--- src/hdl/frt_pkg.sv ---
// Shared types and constants for the flow record table.
`default_nettype none

package frt_pkg;

  // Fixed field widths of a request and a result.
  localparam int KEY_IN_W = 64;
  localparam int BYTES_W  = 32;
  localparam int PKTS_W   = 32;
  localparam int FLAGS_W  = 8;
  localparam int TIME_W   = 32;
  localparam int STATUS_W = 3;

  // Request type codes.
  localparam logic REQ_ADD    = 1'b0;
  localparam logic REQ_REMOVE = 1'b1;

  // Result status codes.
  typedef enum logic [STATUS_W-1:0] {
    ST_ADDED     = 3'd0,
    ST_UPDATED   = 3'd1,
    ST_REMOVED   = 3'd2,
    ST_NOT_FOUND = 3'd3,
    ST_FULL      = 3'd4
  } status_t;

  // Commands from the controller to the datapath.
  typedef struct packed {
    logic clear_en;  // clear the valid bit of one slot
    logic accept;    // capture a request and restart the scan
    logic scan_en;   // scan the table for a key match and a free slot
    logic commit;    // write the table and load the result register
  } cmd_t;

  // Status from the datapath to the controller.
  typedef struct packed {
    logic clear_last;  // the slot being cleared is the last one
    logic scan_done;   // a match was found or every slot was compared
    logic out_free;    // the result register can take a new transaction
  } sts_t;

endpackage

`default_nettype wire

--- src/hdl/frt_ctrl.sv ---
// Controller state machine of the flow record table.
`default_nettype none

module frt_ctrl
  import frt_pkg::*;
(
  input  wire  clk,
  input  wire  rst_n,
  input  wire  in_valid,
  input  sts_t sts,
  output cmd_t cmd,
  output logic idle
);

  typedef enum logic [3:0] {
    S_CLEAR  = 4'b0001,
    S_IDLE   = 4'b0010,
    S_SCAN   = 4'b0100,
    S_COMMIT = 4'b1000
  } state_t;

  state_t state_r;
  state_t state_nxt;

  // Next state: clear pass after reset, then accept, scan and commit.
  always_comb begin
    state_nxt = state_r;
    unique case (state_r)
      S_CLEAR: begin
        if (sts.clear_last) state_nxt = S_IDLE;
      end
      S_IDLE: begin
        if (in_valid) state_nxt = S_SCAN;
      end
      S_SCAN: begin
        if (sts.scan_done) state_nxt = S_COMMIT;
      end
      S_COMMIT: begin
        if (sts.out_free) state_nxt = S_IDLE;
      end
      default: begin
        state_nxt = S_CLEAR;
      end
    endcase
  end

  always_ff @(posedge clk) begin
    if (!rst_n) begin
      state_r <= S_CLEAR;
    end else begin
      state_r <= state_nxt;
    end
  end

  // Commands decoded from the current state.
  always_comb begin
    cmd.clear_en = (state_r == S_CLEAR);
    cmd.accept   = (state_r == S_IDLE) && in_valid;
    cmd.scan_en  = (state_r == S_SCAN);
    cmd.commit   = (state_r == S_COMMIT) && sts.out_free;
  end

  assign idle = (state_r == S_IDLE);

endmodule

`default_nettype wire

--- config.mk ---
export PLATFORM = sky130hd
export DESIGN_NAME = frt_ctrl
export DESIGN_NICKNAME = d
export VERILOG_FILES = /design/src/hdl/frt_pkg.sv /design/src/hdl/frt_ctrl.sv
export SDC_FILE = /design/constraint.sdc
export NUM_CORES = 1
export LEC_CHECK = 0
export BUFFER_PORTS_ARGS = -buffer_cell sky130_fd_sc_hd__buf_2
export CORE_AREA = 2 2 39 41
export CTS_CLUSTER_DIAMETER = 50
export CTS_CLUSTER_SIZE = 25
export DETAILED_ROUTE_END_ITERATION = 10
export DIE_AREA = 0 0 41 43
export PLACE_DENSITY = 0.48
export SETUP_SLACK_MARGIN = 0.05
export SYNTH_ARGS = -nofsm -noshare
export SYNTH_HDL_FRONTEND = slang
export SYNTH_SLANG_ARGS = --single-unit
export TNS_END_PERCENT = 30
--- constraint.sdc ---
create_clock -name clk -period 1 [get_ports clk]
set_input_delay 0 -clock clk [delete_from_list [all_inputs] [get_ports clk]]
set_output_delay 0 -clock clk [all_outputs]
set_load 0.005 [all_outputs]
==> qor.csv <==
metric,value,unit
peakVddDrop,0.296,mV
largest_reg_flops,4,
final.period_utilization,116,%
dp.final_hpwl,613,µm
dp_cells,71,
setup_tns,-0.892,ns
vias,383,
die_h,43,µm
endpoint_kind,primary output,
pre_cts_ws,-0.153,ns
finalHoldViolCount,0,
clock-sinks,4,
grt_max_degree,9,
cts_root_buffer,clkbuf_4,
holdPathStages,2,
yosysWarnings,0,
fin_cells,78,
globalRouteTotalUtil,11.8,%
routed_wl,914,µm
slew_headroom,86.2,%
drive_gt1_share,64.5,%
grt_overflow,0,
cp_max_fo,4,
cts_buffers,3,
synth_top_area_cell,dfxtp_1,
grt_pass1_vias,335,
critPathLaunchType,register,
setup_violations,9,
grt_first_pass_wirelength,1380,µm
synth_area,317,µm²
routedWlPerCell,11.7,µm
fillers,136,
fin_total_pwr,0.000636,W
power_frac_clock,31.7,%
rows,14,
share_comb_of_total_power,37.6,%
gp_congestion,0.746,
pin_count,11,
power.density,1080,nW/µm²
drc_errors,0,
vias_per_cell,4.91,
outcome,finished with violations,
drv_slew,0,
ys_ff_latch,4,
drt-initial-drc-count,13,
clk_pin_slew_worst_paths,0.04,ns
worstHoldPathType,in -> reg,
hold_end,state_r[0],
die-width,41,µm
port-buffer-count,10,
drt-pass1-iter-count,4,
r2r-end,state_r[3],
rsz0062_at_grt,true,
antenna_cells,0,
top_regs,state_r x4,
top_register,state_r,
die-area,1760,µm²
core,1380,µm²
drv_cap,0,
switching_share,29.5,%
netlist_instances,40,
cts_tree,done,
worst-r2r-cell-count,5,
path_class,reg -> out,
hold_buffers,0,
ant_nets,0,
yosysTopAreaCellShare,25.3,%
seq_area_frac_synth,25.3,%
fin_ws,-0.155,ns
fin_crit,1.16,ns
power_switching,0.000188,W
r2r-start,state_r[1],
worstPathArrival,1.16,ns
p_leak,0.253,nW
area_delta_synth_final,85.4,%
htree_levels,1,
fin_skew,0.00358,ns
synth.area.top_cells,"dfxtp_1 (25%), nor2_1 (8.3%), nor4b_1 (8.3%)",
r2r_slack,-0.13,ns
fmax,865,MHz
start_util,22.9,%
antenna_found_initial,0,
yosysUniqueCellTypes,22,
syn_nets,46,
required,1.00,ns
pwr-share-seq,30.6,%
final_net_count,70,
p_int,0.000449,W
violations,setup timing,
cts_max_path_buffers,2,
avgSynthCellArea,7.91,µm²
hold_path_startpoint,rst_n,
tightest_slew,0.205,ns
insertion_delay,0.24,ns
[how the worst max path moves through the flow]
stage | start | end | slack, ns
2_1_floorplan | state_r[3] | state_r[1] | -0.06
3_3_place_gp | state_r[3] | state_r[3] | -0.19
3_5_place_dp | state_r[1] | state_r[3] | -0.15
4_1_cts | state_r[3] | cmd[2] | -0.16
5_1_grt | state_r[3] | cmd[2] | -0.21
6_report | state_r[3] | cmd[2] | -0.16
[per-layer routing]
layer / GRT usage (%) / wire length (µm) / up-vias
met5: 0 / 0 / -
met4: 9.33 / 10 / 0
met3: 4.19 / 43 / 4
met2: 17.2 / 473 / 10
met1: 13.1 / 387 / 182
li1: - / - / 187
[Yosys cell counts, drive strengths merged]
library cell	instances
nand3	1
nor3b	1
a21oi	1
nor3	1
a2bb2oi	1
xor2	1
o21ai	3
a21o	1
a22o	1
nand2b	2
nor2	7
nor4b	4
o22ai	1
xnor2	1
nand4	2
nand2	2
buf	4
dfxtp	4
and2	2
[kinds of logic (layout without fill, tap and decap cells)]
group | count (synthesis) | count (layout) | share of synthesized area, %
xor gates and xnor gates | 2 | 2 | 5.53
AOI/OAI and AO/OA | 8 | 8 | 18.2
buffers and inverters | 4 | 26 | 9.88
DFF | 4 | 4 | 25.3
and+or+nand+nor | 22 | 22 | 41.1
[metrics by stage]
step	cell area (µm²)	hold WS [ns]	utilization, %
floorplan	335	0.0800	-
global placement	438	0.244	31.6
detailed placement	438	0.243	31.6
CTS	523	0.00192	37.8
global route	587	0.00788	42.4
finish	587	0.00848	42.4
[repair_timing]
| item | 4_1_cts | 5_1_grt |
|---|---|---|
| pin swaps | 5 | 4 |
| endpoints found under the setup margin | 9 | 9 |
| buffers inserted | 2 | 2 |
| gates resized for setup | 13 | 9 |
[layout make-up]
type	instances	area, µm²	area share, %
multi-input cells	32	288	49.0
repair buffers	23	166	28.4
flip-flops and latches	4	90.1	15.4
clock buffers	3	22.5	3.84
well taps	16	20.0	3.41
[worst max-delay path: stages, from the launching register on]
cell      delay [ns]
dfxtp_2         0.33
nand2b_4        0.15
buf_6           0.11
nor3_4          0.10
and2_1          0.13
buf_2           0.10
[power groups by stage]
stage               clock network [W]  registers [W]  logic [W]
finish                       0.000202       0.000195   0.000239
global route                 0.000221       0.000197   0.000256
CTS                          0.000209       0.000194   0.000190
detailed placement                  0       0.000191   0.000165
global placement                    0       0.000190   0.000166
floorplan                           0       0.000176   0.000119
[cells in the final DEF (no fill, tap or decap), drive strengths merged]
master | synthesis | routed
nand2b | 2 | 2
o22ai | 1 | 1
nand3 | 1 | 1
nand4 | 2 | 2
a2bb2oi | 1 | 1
nor3b | 1 | 1
nor3 | 1 | 1
a22o | 1 | 1
buf | 4 | 23
clkbuf | 0 | 3
nand2 | 2 | 2
nor4b | 4 | 4
xor2 | 1 | 1
a21oi | 1 | 1
nor2 | 7 | 7
and2 | 2 | 2
o21ai | 3 | 3
a21o | 1 | 1
dfxtp | 4 | 4
xnor2 | 1 | 1
Power figures use the tool's default switching activity.
